===== src/min_tracking_stack_core_macros.svh =====
// ----------------------------------------------------------------------------
// min tracking stack assertion macros
// Concurrent assertion helpers shared by the stack RTL.
// ----------------------------------------------------------------------------
`ifndef MIN_TRACKING_STACK_CORE_MACROS_SVH
`define MIN_TRACKING_STACK_CORE_MACROS_SVH

`ifndef SYNTHESIS

// same-cycle implication, checked out of reset
`define MTS_ASSERT_IMPLIES(label, clk, rst_n, ante, cons) \
    label: assert property (@(posedge clk) disable iff (!(rst_n)) (ante) |-> (cons)) \
        else $error("stack assertion failed");

// next-cycle implication, checked out of reset
`define MTS_ASSERT_NEXT(label, clk, rst_n, ante, cons) \
    label: assert property (@(posedge clk) disable iff (!(rst_n)) (ante) |=> (cons)) \
        else $error("stack assertion failed");

`else

`define MTS_ASSERT_IMPLIES(label, clk, rst_n, ante, cons)
`define MTS_ASSERT_NEXT(label, clk, rst_n, ante, cons)

`endif

`endif


===== src/mts_pkg.sv =====
// ----------------------------------------------------------------------------
// min tracking stack package
// Sizes, codes and structs shared by the stack modules.
// ----------------------------------------------------------------------------
`timescale 1ns / 1ps
`default_nettype none

package mts_pkg;

    // stack geometry
    localparam int STACK_DEPTH = 256;
    localparam int WORD_W      = 32;
    localparam int IDX_W       = $clog2(STACK_DEPTH);
    localparam int CNT_W       = $clog2(STACK_DEPTH + 1);

    // operation codes
    typedef enum logic {
        KIND_PUSH = 1'b0,
        KIND_POP  = 1'b1
    } t_kind;

    // result status codes
    typedef enum logic [1:0] {
        ST_OK        = 2'd0,
        ST_OVERFLOW  = 2'd1,
        ST_UNDERFLOW = 2'd2
    } t_status;

    // one memory port request
    typedef struct packed {
        logic              we;
        logic [IDX_W-1:0]  waddr;
        logic [WORD_W-1:0] wdata;
        logic              re;
        logic [IDX_W-1:0]  raddr;
    } t_mem_req;

    // finished result from the controller
    typedef struct packed {
        logic              valid;
        t_status           status;
        logic [WORD_W-1:0] popped;
        logic [WORD_W-1:0] cur_min;
        logic              min_valid;
        logic [CNT_W-1:0]  depth;
    } t_result;

endpackage

`default_nettype wire


===== src/mts_in_if.sv =====
// ----------------------------------------------------------------------------
// min tracking stack channels
// Request and result channels with valid/ready handshake.
// ----------------------------------------------------------------------------
`timescale 1ns / 1ps
`default_nettype none

interface mts_in_if import mts_pkg::*; ();
    logic              valid;
    logic              ready;
    logic              kind;
    logic [WORD_W-1:0] push_value;

    modport source (output valid, output kind, output push_value, input ready);
    modport sink   (input valid, input kind, input push_value, output ready);
endinterface


`default_nettype wire


===== src/mts_ctrl.sv =====
// ----------------------------------------------------------------------------
// min tracking stack controller
// Counters and sequencer: reads the top entries, updates both stacks, builds
// the result of each transaction.
// ----------------------------------------------------------------------------
`timescale 1ns / 1ps
`default_nettype none
`include "min_tracking_stack_core_macros.svh"

module mts_ctrl import mts_pkg::*; (
    input  wire logic              i_clk,
    input  wire logic              i_rst_n,
    mts_in_if.sink                 i_in,
    input  wire logic [WORD_W-1:0] i_val_rdata,
    input  wire logic [WORD_W-1:0] i_min_rdata,
    input  wire logic              i_out_free,
    output t_mem_req               o_val_req,
    output t_mem_req               o_min_req,
    output t_result                o_res
);

    typedef enum logic [1:0] {
        S_IDLE,
        S_EXEC,
        S_FIX
    } t_state;

    t_state            r_state,   n_state;
    logic [CNT_W-1:0]  r_val_cnt, n_val_cnt;
    logic [CNT_W-1:0]  r_min_cnt, n_min_cnt;
    logic              r_kind,    n_kind;
    logic [WORD_W-1:0] r_word,    n_word;
    logic [WORD_W-1:0] r_popped,  n_popped;

    logic              accept;
    logic [CNT_W-1:0]  val_cnt_m1;
    logic [CNT_W-1:0]  min_cnt_m1;
    logic [CNT_W-1:0]  min_cnt_m2;
    logic              stack_full;
    logic              min_push;

    assign accept     = i_in.valid && i_in.ready;
    assign i_in.ready = (r_state == S_IDLE);
    assign val_cnt_m1 = r_val_cnt - CNT_W'(1);
    assign min_cnt_m1 = r_min_cnt - CNT_W'(1);
    assign min_cnt_m2 = r_min_cnt - CNT_W'(2);
    assign stack_full = (r_val_cnt == CNT_W'(STACK_DEPTH));

    // a push goes onto the minimum stack when that stack is empty or the word
    // is at most its top
    assign min_push = ((r_min_cnt == '0) || ($signed(r_word) <= $signed(i_min_rdata)))
                      && (r_min_cnt < CNT_W'(STACK_DEPTH));

    // sequencer and result build
    always_comb begin
        n_state   = r_state;
        n_val_cnt = r_val_cnt;
        n_min_cnt = r_min_cnt;
        n_kind    = r_kind;
        n_word    = r_word;
        n_popped  = r_popped;
        o_val_req = '0;
        o_min_req = '0;
        o_res     = '0;
        o_res.status = ST_OK;

        case (r_state)
            S_IDLE: begin
                // fetch both tops for the new transaction
                if (accept) begin
                    n_kind          = i_in.kind;
                    n_word          = i_in.push_value;
                    o_val_req.re    = 1'b1;
                    o_val_req.raddr = val_cnt_m1[IDX_W-1:0];
                    o_min_req.re    = 1'b1;
                    o_min_req.raddr = min_cnt_m1[IDX_W-1:0];
                    n_state         = S_EXEC;
                end
            end

            S_EXEC: begin
                if (i_out_free) begin
                    n_state = S_IDLE;
                    if (r_kind == KIND_PUSH) begin
                        if (stack_full) begin
                            // overflow: report the unchanged stack
                            o_res.valid     = 1'b1;
                            o_res.status    = ST_OVERFLOW;
                            o_res.min_valid = (r_val_cnt != '0) && (r_min_cnt != '0);
                            o_res.cur_min   = o_res.min_valid ? i_min_rdata : '0;
                            o_res.depth     = r_val_cnt;
                        end else begin
                            o_val_req.we    = 1'b1;
                            o_val_req.waddr = r_val_cnt[IDX_W-1:0];
                            o_val_req.wdata = r_word;
                            n_val_cnt       = r_val_cnt + CNT_W'(1);
                            if (min_push) begin
                                o_min_req.we    = 1'b1;
                                o_min_req.waddr = r_min_cnt[IDX_W-1:0];
                                o_min_req.wdata = r_word;
                                n_min_cnt       = r_min_cnt + CNT_W'(1);
                            end
                            o_res.valid     = 1'b1;
                            o_res.min_valid = (n_min_cnt != '0);
                            o_res.cur_min   = !o_res.min_valid ? '0 :
                                              (min_push ? r_word : i_min_rdata);
                            o_res.depth     = n_val_cnt;
                        end
                    end else if (r_val_cnt == '0) begin
                        // underflow: popped value, minimum and depth read zero
                        o_res.valid  = 1'b1;
                        o_res.status = ST_UNDERFLOW;
                        o_res.depth  = r_val_cnt;
                    end else begin
                        n_val_cnt = val_cnt_m1;
                        n_popped  = i_val_rdata;
                        if ((r_min_cnt != '0) && (i_min_rdata == i_val_rdata)) begin
                            n_min_cnt = min_cnt_m1;
                        end
                        if ((n_min_cnt != r_min_cnt) && (n_min_cnt != '0)
                            && (n_val_cnt != '0)) begin
                            // minimum left with the word: fetch the one below
                            o_min_req.re    = 1'b1;
                            o_min_req.raddr = min_cnt_m2[IDX_W-1:0];
                            n_state         = S_FIX;
                        end else begin
                            o_res.valid     = 1'b1;
                            o_res.popped    = i_val_rdata;
                            o_res.min_valid = (n_val_cnt != '0) && (n_min_cnt != '0);
                            o_res.cur_min   = o_res.min_valid ? i_min_rdata : '0;
                            o_res.depth     = n_val_cnt;
                        end
                    end
                end
            end

            S_FIX: begin
                // output stage was free in the previous cycle and stays so
                o_res.valid     = 1'b1;
                o_res.popped    = r_popped;
                o_res.cur_min   = i_min_rdata;
                o_res.min_valid = 1'b1;
                o_res.depth     = r_val_cnt;
                n_state         = S_IDLE;
            end

            default: begin
                n_state = S_IDLE;
            end
        endcase
    end

    // state and counters
    always_ff @(posedge i_clk) begin
        if (!i_rst_n) begin
            r_state   <= S_IDLE;
            r_val_cnt <= '0;
            r_min_cnt <= '0;
        end else begin
            r_state   <= n_state;
            r_val_cnt <= n_val_cnt;
            r_min_cnt <= n_min_cnt;
        end
        r_kind   <= n_kind;
        r_word   <= n_word;
        r_popped <= n_popped;
    end

    // checks
    `MTS_ASSERT_IMPLIES(a_min_le_val, i_clk, i_rst_n, 1'b1, r_min_cnt <= r_val_cnt)
    `MTS_ASSERT_IMPLIES(a_cnt_bound, i_clk, i_rst_n, 1'b1, r_val_cnt <= CNT_W'(STACK_DEPTH))
    `MTS_ASSERT_IMPLIES(a_res_room, i_clk, i_rst_n, o_res.valid, i_out_free)
    `MTS_ASSERT_NEXT(a_accept_exec, i_clk, i_rst_n, accept, r_state == S_EXEC)

endmodule

`default_nettype wire


===== src/flat_wrapper.sv =====
// flat-port wrapper written by rule: the top's interface ports become plain ports
module mts_ctrl_flat import mts_pkg::*;
  (i_clk, i_rst_n, i_val_rdata, i_min_rdata, i_out_free, o_val_req, o_min_req, o_res, i_in_valid, i_in_kind, i_in_push_value, i_in_ready);
  mts_in_if i_in_i ();
  input  wire logic i_clk;
  input  wire logic i_rst_n;
  input  wire logic [WORD_W-1:0] i_val_rdata;
  input  wire logic [WORD_W-1:0] i_min_rdata;
  input  wire logic i_out_free;
  output t_mem_req o_val_req;
  output t_mem_req o_min_req;
  output t_result o_res;
  input wire logic [$bits(i_in_i.valid)-1:0] i_in_valid;
  input wire logic [$bits(i_in_i.kind)-1:0] i_in_kind;
  input wire logic [$bits(i_in_i.push_value)-1:0] i_in_push_value;
  output wire logic [$bits(i_in_i.ready)-1:0] i_in_ready;
  assign i_in_i.valid = i_in_valid;
  assign i_in_i.kind = i_in_kind;
  assign i_in_i.push_value = i_in_push_value;
  assign i_in_ready = i_in_i.ready;
  mts_ctrl u_core (.i_clk(i_clk), .i_rst_n(i_rst_n), .i_in(i_in_i), .i_val_rdata(i_val_rdata), .i_min_rdata(i_min_rdata), .i_out_free(i_out_free), .o_val_req(o_val_req), .o_min_req(o_min_req), .o_res(o_res));
endmodule

===== config.mk =====
export PLATFORM = sky130hd
export DESIGN_NAME = mts_ctrl_flat
export DESIGN_NICKNAME = d
export VERILOG_FILES = /design/src/mts_pkg.sv /design/src/mts_in_if.sv /design/src/mts_ctrl.sv /design/src/flat_wrapper.sv
export VERILOG_INCLUDE_DIRS = /design/src /design/src/src
export SDC_FILE = /design/constraint.sdc
export NUM_CORES = 1
export LEC_CHECK = 0
export BUFFER_PORTS_ARGS = -buffer_cell sky130_fd_sc_hd__buf_4
export CAP_MARGIN = 10
export CORE_AREA = 2 2 107 161
export CTS_CLUSTER_SIZE = 40
export DETAILED_ROUTE_END_ITERATION = 7
export DIE_AREA = 0 0 109 163
export PLACE_DENSITY = 0.78
export SETUP_SLACK_MARGIN = 0.5
export SLEW_MARGIN = 10
export SYNTH_ARGS = -nofsm -noshare
export SYNTH_HDL_FRONTEND = slang
export SYNTH_SLANG_ARGS = --single-unit

===== constraint.sdc =====
create_clock -name i_clk -period 3.9 [get_ports i_clk]
set_input_delay 0.39 -clock i_clk [delete_from_list [all_inputs] [get_ports i_clk]]
set_output_delay 0.39 -clock i_clk [all_outputs]
set_load 0.02 [all_outputs]

# Word-level counts from Yosys, hierarchy flattened
# Cells that the tools add are included.
# classes
n_addsub,5
magnitude_cmp,2
n_eq_ne,9
n_mux,57
bitwise,1
n_reduce_logical,20
# op_table
operator,count
41-bit 2-to-1 mux,8
9-bit 2-to-1 mux,23
32-bit 2-to-1 mux,5
74-bit one-hot mux with 2 select lines,1
42-bit 2-to-1 mux,2
77-bit 2-to-1 mux,1
74-bit 2-to-1 mux,1
65-bit 2-to-1 mux,1
50-bit 2-to-1 mux,1
9-bit nonzero test,5
32-bit == test,1
32-bit <= comparator,1
9-bit by 1-bit adder with 9-bit output (second input constant),2
9-bit logical NOT,2
9-bit one-hot mux with 2 select lines,1
9-bit by 1-bit subtractor with 9-bit output (second input constant),2
2-bit 2-to-1 mux,7
9-bit == test (second input constant),1
9-bit less-than comparator (second input constant),1
9-bit != test,1
4-bit AND reduction,2
8-bit by 2-bit subtractor with 8-bit output (second input constant),1
1-bit logical AND,7
2-bit != test (second input constant),3
other kinds (11),14
# word_totals
reg_bits,85
in_bits,101
output_inout_bits,178
elab_cells,100

# Logic depth before layout (Yosys ltp)
# Gate-level depths: netlist of run 1.
# logic_depth
ltp_word,15
mapped_depth,16
ltp_nobuf,15

# Worst setup path after synthesis of run 1
# No wires, ideal clock.
# synth_path
kind,input-to-output
start,in i_min_rdata[7]
end,out o_res[11] (netlist name)
t_arrival_ns,3.893
required_time_ns,3.510
slack_ns,-0.383
cell_stages,16
path_buffers,2
path_cell_list,inv_1 -> ha_1 -> a41oi_2 -> o21ai_1 -> a221o_1 -> o31a_1 -> or2_1 -> buf_6 -> o211ai_2 -> inv_1 -> ha_1 -> or3_4 -> or3_4 -> and3_4 -> buf_6 -> a22o_1
# synth_rtl
element,line,source
from (decl),flat_wrapper.sv:8,input wire logic [WORD_W-1:0] i_min_rdata;
to (decl),flat_wrapper.sv:12,output t_result o_res;

==> results of run 1 <==
[per-layer routing]
| layer | track usage | vias to the layer above | part of all wire | wire [microns] |
|---|---|---|---|---|
| met5 | 0 | - | 0 | 0 |
| met2 | 0.656 | 487 | 0.53 | 18100 |
| li1 | - | 3908 | - | - |
| met1 | 0.378 | 4222 | 0.32 | 11100 |
| met3 | 0.0740 | 149 | 0.072 | 2470 |
| met4 | 0.217 | 0 | 0.074 | 2520 |
[layout make-up]
cell class / instances / area [sq um] / share of cell area
tap: 210 / 263 / 0.0209
clock inverter: 7 / 71.3 / 0.00566
multi-input combinational: 633 / 5460 / 0.434
clock buffer: 9 / 225 / 0.0179
inverter: 58 / 220 / 0.0175
sequential: 85 / 2360 / 0.187
timing repair buffer: 473 / 3990 / 0.317
[how the worst min path moves through the flow]
stage                             start                end  cells after the start
finish              i_in_push_value[27]  u_core.r_word[27]                      1
global route        i_in_push_value[16]  u_core.r_word[16]                      1
CTS                  i_in_push_value[4]   u_core.r_word[4]                      1
detailed placement    u_core.r_state[0]  u_core.r_state[0]                      1
global placement      u_core.r_state[0]  u_core.r_state[0]                      1
floorplan                     i_in_kind      u_core.r_kind                      0
[worst register-to-register path: cells and delay by family, from the launching register on]
family                   cells  cell delay, ns
AO/OA/AOI/OAI                7            1.48
adder cells (fa/ha/maj)      1            0.27
buffers and inverters        3            0.57
flip-flops                   1            0.47
AND/OR/NAND/NOR              2            0.44
[state kept, by name (all words and copies together), names as in the netlist]
name / cells
u_core.r_val_cnt: 9
u_core.r_popped: 32
u_core.r_word: 32
u_core.r_min_cnt: 9
u_core.r_kind: 1
u_core.r_state: 2
[cells in the final DEF, fill, tap and decap left out, types with 5 or more instances in the layout]
| cell type | count |
|---|---|
| a22oi_2 | 17 |
| a22o_4 | 30 |
| buf_4 | 375 |
| o21ai_0 | 24 |
| nor2b_1 | 10 |
| nand2_2 | 5 |
| edfxtp_1 | 65 |
| nand2_1 | 35 |
| ha_1 | 36 |
| buf_6 | 90 |
| o21a_1 | 5 |
| and3_1 | 43 |
| o211a_1 | 6 |
| and3_4 | 6 |
| nor4_1 | 9 |
| ha_4 | 10 |
| a22oi_1 | 19 |
| nor3_1 | 20 |
| clkbuf_16 | 11 |
| nor2_1 | 36 |
| nor2b_2 | 32 |
| xor2_1 | 32 |
| a21oi_1 | 24 |
| xnor2_1 | 17 |
| dfxtp_1 | 17 |
| and2_1 | 53 |
| a31oi_1 | 5 |
| nand4_1 | 14 |
| inv_1 | 54 |
| nand3_1 | 14 |
| o21ai_1 | 6 |
[timing repair]
item / in CTS / in global routing
gates cloned: 5 / 3
pin swaps: 28 / 15
gates resized for setup: 109 / 69
endpoints found under the setup margin: 125 / 126
setup buffers: 15 / 7
[cells by family (layout without fill, tap and decap cells)]
| family | after synthesis | in the layout | share of synthesized area |
|---|---|---|---|
| adders and majority gates | 46 | 46 | 0.0779 |
| DFF | 85 | 85 | 0.318 |
| xor gates and xnor gates | 54 | 54 | 0.0640 |
| and+or+nand+nor | 321 | 325 | 0.250 |
| AOI/OAI and AO/OA | 202 | 202 | 0.203 |
| muxes | 6 | 6 | 0.00931 |
| buffers and inverters | 121 | 547 | 0.0777 |
[power by group through the flow]
| stage | clock network [mW] | registers, mW | logic [mW] |
|---|---|---|---|
| 3_5_place_dp | 0 | 1.06 | 0.894 |
| 6_report | 0.888 | 1.05 | 1.03 |
| 5_1_grt | 0.928 | 1.05 | 1.08 |
| 2_1_floorplan | 0 | 1.06 | 0.457 |
| 4_1_cts | 0.890 | 1.04 | 0.964 |
| 3_3_place_gp | 0 | 1.06 | 0.880 |
[stage by stage]
stage          power [mW]  TNS, ns  hold WS (ns)   util
2_1_floorplan        1.52    -6.20         0.489      -
3_3_place_gp         1.94   -34.78         0.545  0.682
3_5_place_dp         1.96   -37.81         0.563  0.682
4_1_cts              2.90   -19.19         0.198  0.739
5_1_grt              3.06   -36.27         0.194  0.764
6_report             2.96   -27.14         0.204  0.764
[cell usage after synthesis, drive strengths merged (4+ instances only)]
cell type	number
edfxtp	65
a21oi	29
mux2	4
inv	58
xor2	36
nand2	43
nand3	15
buf	13
nor3	23
o21a	5
dfxtp	20
a22o	32
ha	46
a21boi	4
or3	7
nor2	40
and2	59
nor2b	42
a22oi	36
o22ai	5
o211ai	6
clkbuf	49
and3	46
nor4	16
xnor2	18
o211a	6
o21ai	34
a41oi	4
a31oi	7
nand4	15
==> impl_metrics.tcl, run 1 <==
set metrics [dict create \
    diodes 0 \
    synth_edf_count 65 \
    startpoint "u_core.r_word[14]" \
    slowest_stage "edfxtp_1" \
    power.switching_mw 1.01 \
    tightestPinTransition_ns 1.07 \
    synth-seq-cells 85 \
    wl_per_cell_microns 23.2 \
    synth.avg_cell_area_sq_um 8.85 \
    grt_pass1_wl_microns 48400 \
    power_frac_comb 0.347 \
    dieArea_sq_mm 0.0178 \
    reg2reg_slack_ns 0.57 \
    antenna_left 0 \
    fin_ws_ns -0.784 \
    synth-seq-area-share 0.318 \
    ys.flop_type "edfxtp_1" \
    cp_num_buf_inv 1 \
    grt_max_degree 44 \
    r2r-start "u_core.r_word[14]" \
    io_pins 279 \
    hpwl_microns 23900 \
    final_cell_area_sq_mm 0.0126 \
    synthTopCellsByArea "edfxtp_1, ha_1, dfxtp_1" \
    antenna_found_initial 0 \
    finalSetupViolCount 60 \
    die_y_microns 163 \
    syn-num-nets 982 \
    period_share 1.20 \
    hold_class "input pin to flip-flop" \
    clock_latency_ns 0.36 \
    vias 8766 \
    arrival_ns 4.29 \
    critPathLaunchType "flip-flop" \
    die_w_microns 109 \
    crit_path_max_incr_delay_ns 0.47 \
    clockPowerShare 0.300 \
    nets 1407 \
    power_density_mw_per_mm2 235 \
    synth_warnings 0 \
    place_inst 1429 \
    num_rows 58 \
    clk_pin_slew_ns 0.08 \
    synth_cells 835 \
    sw_frac_of_total 0.340 \
    r2r_end "u_core.r_min_cnt[1]" \
    cts_made_buffers 9 \
    end_kind "primary output" \
    crit_cells 13 \
    slew_headroom 0.285 \
    irDropWorstVdd_mv 0.187 \
    grt-ovfl-total 0 \
    cts_tree "yes" \
    maxCapViolations 0 \
    skew_ns 0.0135 \
    async_reset_ff_frac 0 \
    area_growth_pct 70.3 \
    route.detailed.drc 0 \
    routed_via_density 5.94 \
    crit_fanout 8 \
    leakage_nw 5.80 \
    cp.required_ns 3.51 \
    path_delay_family "simple AND/OR/NAND/NOR gates" \
    fillerInstances 1055 \
    first_pass_iters 5 \
    cp-endpoint "o_res[16]" \
    grt_usage 0.363 \
    synth.largest_area_cell "edfxtp_1" \
    critPathKind "flip-flop to primary output" \
    core_sq_mm 0.0165 \
    numPortBuffers 278 \
    syn_area_sq_mm 0.00739 \
    fmax_mhz 214 \
    cts.sinks 85 \
    cts_root_buf "clkbuf_16" \
    place_ws_ns -0.536 \
    htree_levels 3 \
    reg2regPathDepth 13 \
    ys_types 82 \
    drt_iter0_markers 634 \
    report.final.slew_viol_count 0 \
    path_cells "ha_4 > a21oi_1 > nand2_1 > a221o_1 > o31a_1 > or2_4 > o21ai_4 > mux2_4 > or3_4 > or3_4 > and3_4 > a22o_4 > buf_6" \
    final_cells 1475 \
    internal_power_mw 1.96 \
    status "finished, violations left" \
    synth_top_cell_area_share 0.264 \
    gp_congestion 0.981 \
    cts.path.max_buffers 2 \
    crit_top_cell "or3_4" \
    placed_area_sq_mm 0.0112 \
    violations "setup timing" \
    power_frac_seq 0.353 \
    initial_utilization 0.449 \
    rsz0062_at_grt "yes" \
    holdBufCountCts 0 \
    wl_microns 34200 \
    fin_crit_ns 4.68 \
    hold_viol_final 0 \
    grt_pass1_vias 8672 \
    drive_gt1_frac 0.533 \
]
Note: power is estimated with default switching activity, not from simulation.
==> run 2, diff against run 1 <==
BUFFER_PORTS_ARGS = -buffer_cell sky130_fd_sc_hd__buf_2   (was -buffer_cell sky130_fd_sc_hd__buf_4)
==> impl_metrics.tcl, run 2 (same netlist as run 1, synthesis figures left out) <==
set metrics [dict create \
    area_growth_pct 67.2 \
    violations "setup timing" \
    critPathKind "flip-flop to primary output" \
    path_cells "ha_1 > a21oi_1 > o21ai_0 > a221oi_2 > nand2_2 > or2_4 > o21ai_4 > mux2_4 > or3_4 > or3_4 > and3_4 > a22o_4 > buf_6" \
    numPortBuffers 278 \
    hold_viol_final 0 \
    grt_usage 0.361 \
    gp_congestion 0.982 \
    final_common_cell "buf_4" \
    wl_microns 36400 \
    io_pins 279 \
    first_pass_iters 5 \
    vias 9227 \
    end_kind "primary output" \
    routed-wl-met3_microns 3520 \
    status "finished, violations left" \
    cts_tree "yes" \
    fmax_mhz 212 \
    wl_per_cell_microns 24.4 \
    num_rows 58 \
    top_layer "met5" \
    crit_top_cell "or3_4" \
    critPathLaunchType "flip-flop" \
    irDropWorstVdd_mv 0.231 \
    cts_made_buffers 9 \
    slowest_stage "edfxtp_1" \
    grt_max_degree 44 \
    period_share 1.21 \
    finalSetupViolCount 112 \
    grt_pass1_vias 8733 \
    fin_ws_ns -0.823 \
    power_density_mw_per_mm2 242 \
    arrival_ns 4.33 \
    hold_class "input pin to flip-flop" \
    place_inst 1434 \
    routed_via_density 6.18 \
    htree_levels 3 \
    die_y_microns 163 \
    maxCapViolations 0 \
    core_sq_mm 0.0165 \
    initial_utilization 0.449 \
    tightestPinTransition_ns 1.01 \
    dieArea_sq_mm 0.0178 \
    leakage_nw 5.80 \
    wl_met2_microns 17900 \
    grt-ovfl-total 0 \
    hpwl_microns 23400 \
    place_ws_ns -0.505 \
    slew_headroom 0.327 \
    nets 1422 \
    final_cells 1492 \
    drive_gt1_frac 0.550 \
    grt_pass1_wl_microns 48000 \
    crit_fanout 8 \
    drt_iter0_markers 712 \
    cts.path.max_buffers 2 \
    mostFrequentLayoutCells "buf_4, buf_2, buf_6" \
    crit_path_max_incr_delay_ns 0.44 \
    route.detailed.drc 0 \
    skew_ns 0.0133 \
    cp.required_ns 3.51 \
    holdWs_ns 0.190 \
    clock_latency_ns 0.37 \
    rsz0062_at_grt "yes" \
    die_w_microns 109 \
    antenna_found_initial 4 \
    cts.sinks 85 \
    report.final.slew_viol_count 0 \
    largestRegisters "u_core.r_popped: 32 flops, u_core.r_word: 32 flops" \
    fin_crit_ns 4.72 \
    wl_met1_microns 11400 \
    cts_root_buf "clkbuf_16" \
    clk_pin_slew_ns 0.08 \
    antenna_left 0 \
]
==> run 2: changes by cell type in the layout (fill, tap and decap cells not counted), moves of 9 or more <==
cell     change
buf_2      +176
buf_4      -152
buf_6       -10
a22oi_2      +9
a22oi_1      -9
==> run 2: report_power, final <==
group	leakage, nW	internal [mW]	switching, mW	total [mW]
Combinational	4.89	0.464	0.572	1.04
Sequential	0.769	1.02	0.0327	1.05
Clock	0.147	0.454	0.447	0.901
==> run 2: worst paths after layout <==
kind / from / end / slack [ns] / depth (start not counted)
setup / recovery: u_core.r_word[17] / o_res[38] / -0.82 / 13
hold / removal: i_in_push_value[27] / u_core.r_word[27] / 0.19 / 1
setup reg to reg: u_core.r_word[17] / u_core.r_min_cnt[1] / 0.57 / 13
hold reg to reg: u_core.r_state[0] / u_core.r_state[0] / 0.58 / 1
==> run 2: cell type report <==
type / instances / area [sq um]
Timing Repair Buffer: 488 / 3650
Multi-Input combinational cell: 633 / 5570
Sequential cell: 85 / 2360
Tap cell: 210 / 263
Fill cell: 1039 / 4120
Antenna cell: 2 / 5.00
Inverter: 58 / 220
Clock buffer: 9 / 225
Clock inverter: 7 / 68.8
==> run 2: worst max-delay path, delay by kind of cell (launching register included) <==
family	cells	cell delay (ns)
simple gates	5	1.55
compound gates	5	1.19
flops	1	0.44
fa+ha+maj	1	0.32
mux	1	0.31
buf+inv	1	0.13
==> run 2: layer usage <==
layer / global-route usage / vias to the layer above
met3: 0.0756 / 252
li1: - / 3949
met5: 0 / -
met4: 0.242 / 2
met2: 0.641 / 675
met1: 0.372 / 4349
==> run 2: metrics by stage <==
stage               power (mW)  instance area [sq um]  setup TNS, ns  utilization
floorplan                 1.52                   8000          -6.20            -
detailed placement        1.90                  10600         -35.20        0.642
global route              3.07                  12400         -45.62        0.750
global placement          1.89                  10600         -36.20        0.642
finish                    2.99                  12400         -33.79        0.750
CTS                       2.85                  11600         -19.46        0.705
==> run 2: timing repair <==
action                                 CTS  global route
gates resized for setup                146           135
buffers inserted                        21             9
pin swaps                               18            13
cloned                                   4             6
hold buffers                             0             0
endpoints found under the hold margin    0             0
setup endpoints to repair              125           131
==> run 3, diff against run 2 <==
ABC_AREA = 1   (was default)
CORE_AREA = 2 2 109 163   (was 2 2 107 161)
DIE_AREA = 0 0 111 165   (was 0 0 109 163)
GPL_ROUTABILITY_DRIVEN = 0   (was default)
PLACE_DENSITY = 0.79   (was 0.78)
==> impl_metrics.tcl, run 3 <==
set metrics [dict create \
    status "finished, violations left" \
    violations "setup timing" \
    synth.most_common_cell "nand2_1" \
    critPathKind "flip-flop to primary output" \
    final_common_cell "nand2_1" \
    crit_fanout 8 \
    grt_pass1_wl_microns 46600 \
    htree_levels 3 \
    wl_met1_microns 11600 \
    crit_path_max_incr_delay_ns 0.46 \
    arrival_ns 3.56 \
    leakage_nw 5.05 \
    power_density_mw_per_mm2 276 \
    synthTopCellsByArea "edfxtp_1, nand2_1, a21oi_1" \
    synth_cells 1162 \
    critPathLaunchType "flip-flop" \
    synth.largest_area_cell "edfxtp_1" \
    largestRegisters "u_core.r_popped: 32 flops, u_core.r_word: 32 flops" \
    place_inst 1617 \
    syn_area_sq_mm 0.00782 \
    path_cells "ha_1 > a21o_1 > o21ai_0 > nand2_1 > a21oi_2 > nand2_2 > nand2_2 > nand3_2 > nand2_2 > buf_4 > nand2_1 > o21ai_0 > nand2_1 > nor2_2 > nand3_4 > clkbuf_16 > nand3_4 > a21oi_4 > buf_6" \
    ys_types 44 \
    skew_ns 0.0101 \
    num_rows 58 \
    vias 9811 \
    hold_viol_final 0 \
    clock_latency_ns 0.35 \
    slew_headroom 0.414 \
    ys.flop_type "edfxtp_1" \
    cts.sinks 85 \
    syn-num-nets 1309 \
    async_reset_ff_frac 0 \
    synth.avg_cell_area_sq_um 6.73 \
    tns_ns -0.305 \
    wl_per_cell_microns 20.2 \
    holdBufCountCts 0 \
    grt-ovfl-total 0 \
    cts.path.max_buffers 2 \
    die_y_microns 165 \
    p_total_mw 3.11 \
    fmax_mhz 253 \
    cts_root_buf "clkbuf_16" \
    top_layer "met4" \
    report.final.slew_viol_count 0 \
    synthTopCellsByCount "nand2_1, nor2_1, a21oi_1, inv_1, nand3_1" \
    core_sq_mm 0.0168 \
    first_pass_iters 6 \
    die_w_microns 111 \
    wl_microns 33700 \
    grt_usage 0.327 \
    cp_num_buf_inv 3 \
    fin_crit_ns 3.95 \
    path_delay_family "simple AND/OR/NAND/NOR gates" \
    synth-seq-cells 85 \
    final_util 0.672 \
    drive_gt1_frac 0.361 \
    place_ws_ns 0.212 \
    cts_made_buffers 9 \
    placed_area_sq_mm 0.00952 \
    antenna_left 0 \
    fillerInstances 1336 \
    synth_edf_count 65 \
    fin_ws_ns -0.0479 \
    hold_class "input pin to flip-flop" \
    period_share 1.01 \
    clk_pin_slew_ns 0.07 \
    synth_warnings 0 \
    routed-wl-met3_microns 2880 \
    rsz0062_at_grt "yes" \
    maxCapViolations 0 \
    antenna_found_initial 2 \
    mostFrequentLayoutCells "nand2_1, buf_2, nor2_1" \
    cp.required_ns 3.51 \
    io_pins 279 \
    synth-seq-area-share 0.301 \
    nets 1596 \
    grt_max_degree 76 \
    end_kind "primary output" \
    holdWs_ns 0.214 \
    slowest_stage "edfxtp_1" \
    route.detailed.drc 0 \
    finalSetupViolCount 15 \
    routed_via_density 5.89 \
    tightestPinTransition_ns 0.877 \
    cts_tree "yes" \
    dieArea_sq_mm 0.0183 \
    irDropWorstVdd_mv 0.258 \
    final_cell_area_sq_mm 0.0113 \
    grt_pass1_vias 8719 \
    wl_met2_microns 16700 \
    hpwl_microns 23400 \
    numPortBuffers 278 \
    final_cells 1666 \
    drt_iter0_markers 1185 \
    initial_utilization 0.467 \
    synth_top_cell_area_share 0.250 \
    area_growth_pct 44.0 \
]
## run 3: changes by cell type after synthesis, moves of 54 or more
cell | previous run | this run
nand3_1 | 14 | 68
nand2_1 | 42 | 280
nor2_1 | 40 | 144
a21oi_1 | 27 | 115
and2_1 | 58 | 0
inv_1 | 58 | 115
## run 3: routing by layer
metal / vias to the layer above / GRT usage
met1: 4530 / 0.366
li1: 4430 / -
met3: 198 / 0.0473
met5: - / 0
met4: 0 / 0.206
met2: 653 / 0.585
## run 3: power by group
part	total [mW]	switching [mW]	leakage (nW)	internal, mW
Sequential	1.06	0.0410	0.771	1.02
Clock	0.981	0.408	0.159	0.572
Combinational	1.07	0.699	4.12	0.373
## run 3: kinds of logic after synthesis
| kind of cell | Yosys count | share of synthesized area |
|---|---|---|
| and+or+nand+nor | 573 | 0.320 |
| AOI/OAI and AO/OA | 220 | 0.155 |
| buffers and inverters | 190 | 0.0974 |
| DFF | 85 | 0.301 |
| xor gates and xnor gates | 48 | 0.0538 |
| adders and majority gates | 46 | 0.0736 |
## run 3: worst paths after layout
kind | startpoint | end | slack (ns) | cells after the start
worst min register to register | u_core.r_state[0] | u_core.r_state[0] | 0.49 | 2
worst max-delay path | u_core.r_word[19] | o_res[41] | -0.05 | 19
worst max register to register | u_core.r_state[1] | u_core.r_min_cnt[0] | 1.06 | 11
worst min-delay path | i_in_push_value[3] | u_core.r_word[3] | 0.21 | 1
## run 3: what timing repair did
| action | in CTS | in global routing |
|---|---|---|
| gates resized for setup | 70 | 244 |
| endpoints found under the setup margin | 98 | 141 |
| hold endpoints to repair | 0 | 0 |
| pin swaps | 8 | 39 |
| buffers inserted | 6 | 20 |
| cloned | 3 | 2 |
## run 3: worst reg2reg max path, cell delays in order (launching register included)
cell	delay, ns
dfxtp_1	0.38
inv_1	0.08
ha_1	0.19
nand2_1	0.15
clkinv_1	0.32
nand2_2	0.63
buf_4	0.30
nand2_1	0.09
clkinv_1	0.05
buf_4	0.24
a21oi_1	0.07
a221oi_1	0.24
## run 3: layout make-up
class / count / area [sq um] / area share
tap: 210 / 263 / 0.0233
clock inverter: 7 / 105 / 0.00933
clock buffer: 9 / 225 / 0.0200
timing repair buffer: 337 / 2410 / 0.214
sequential: 85 / 2360 / 0.210
multi-input combinational: 887 / 5390 / 0.479
antenna: 2 / 5.00 / 0.000444
inverter: 128 / 497 / 0.0441
timing repair inverter: 1 / 7.51 / 0.000666
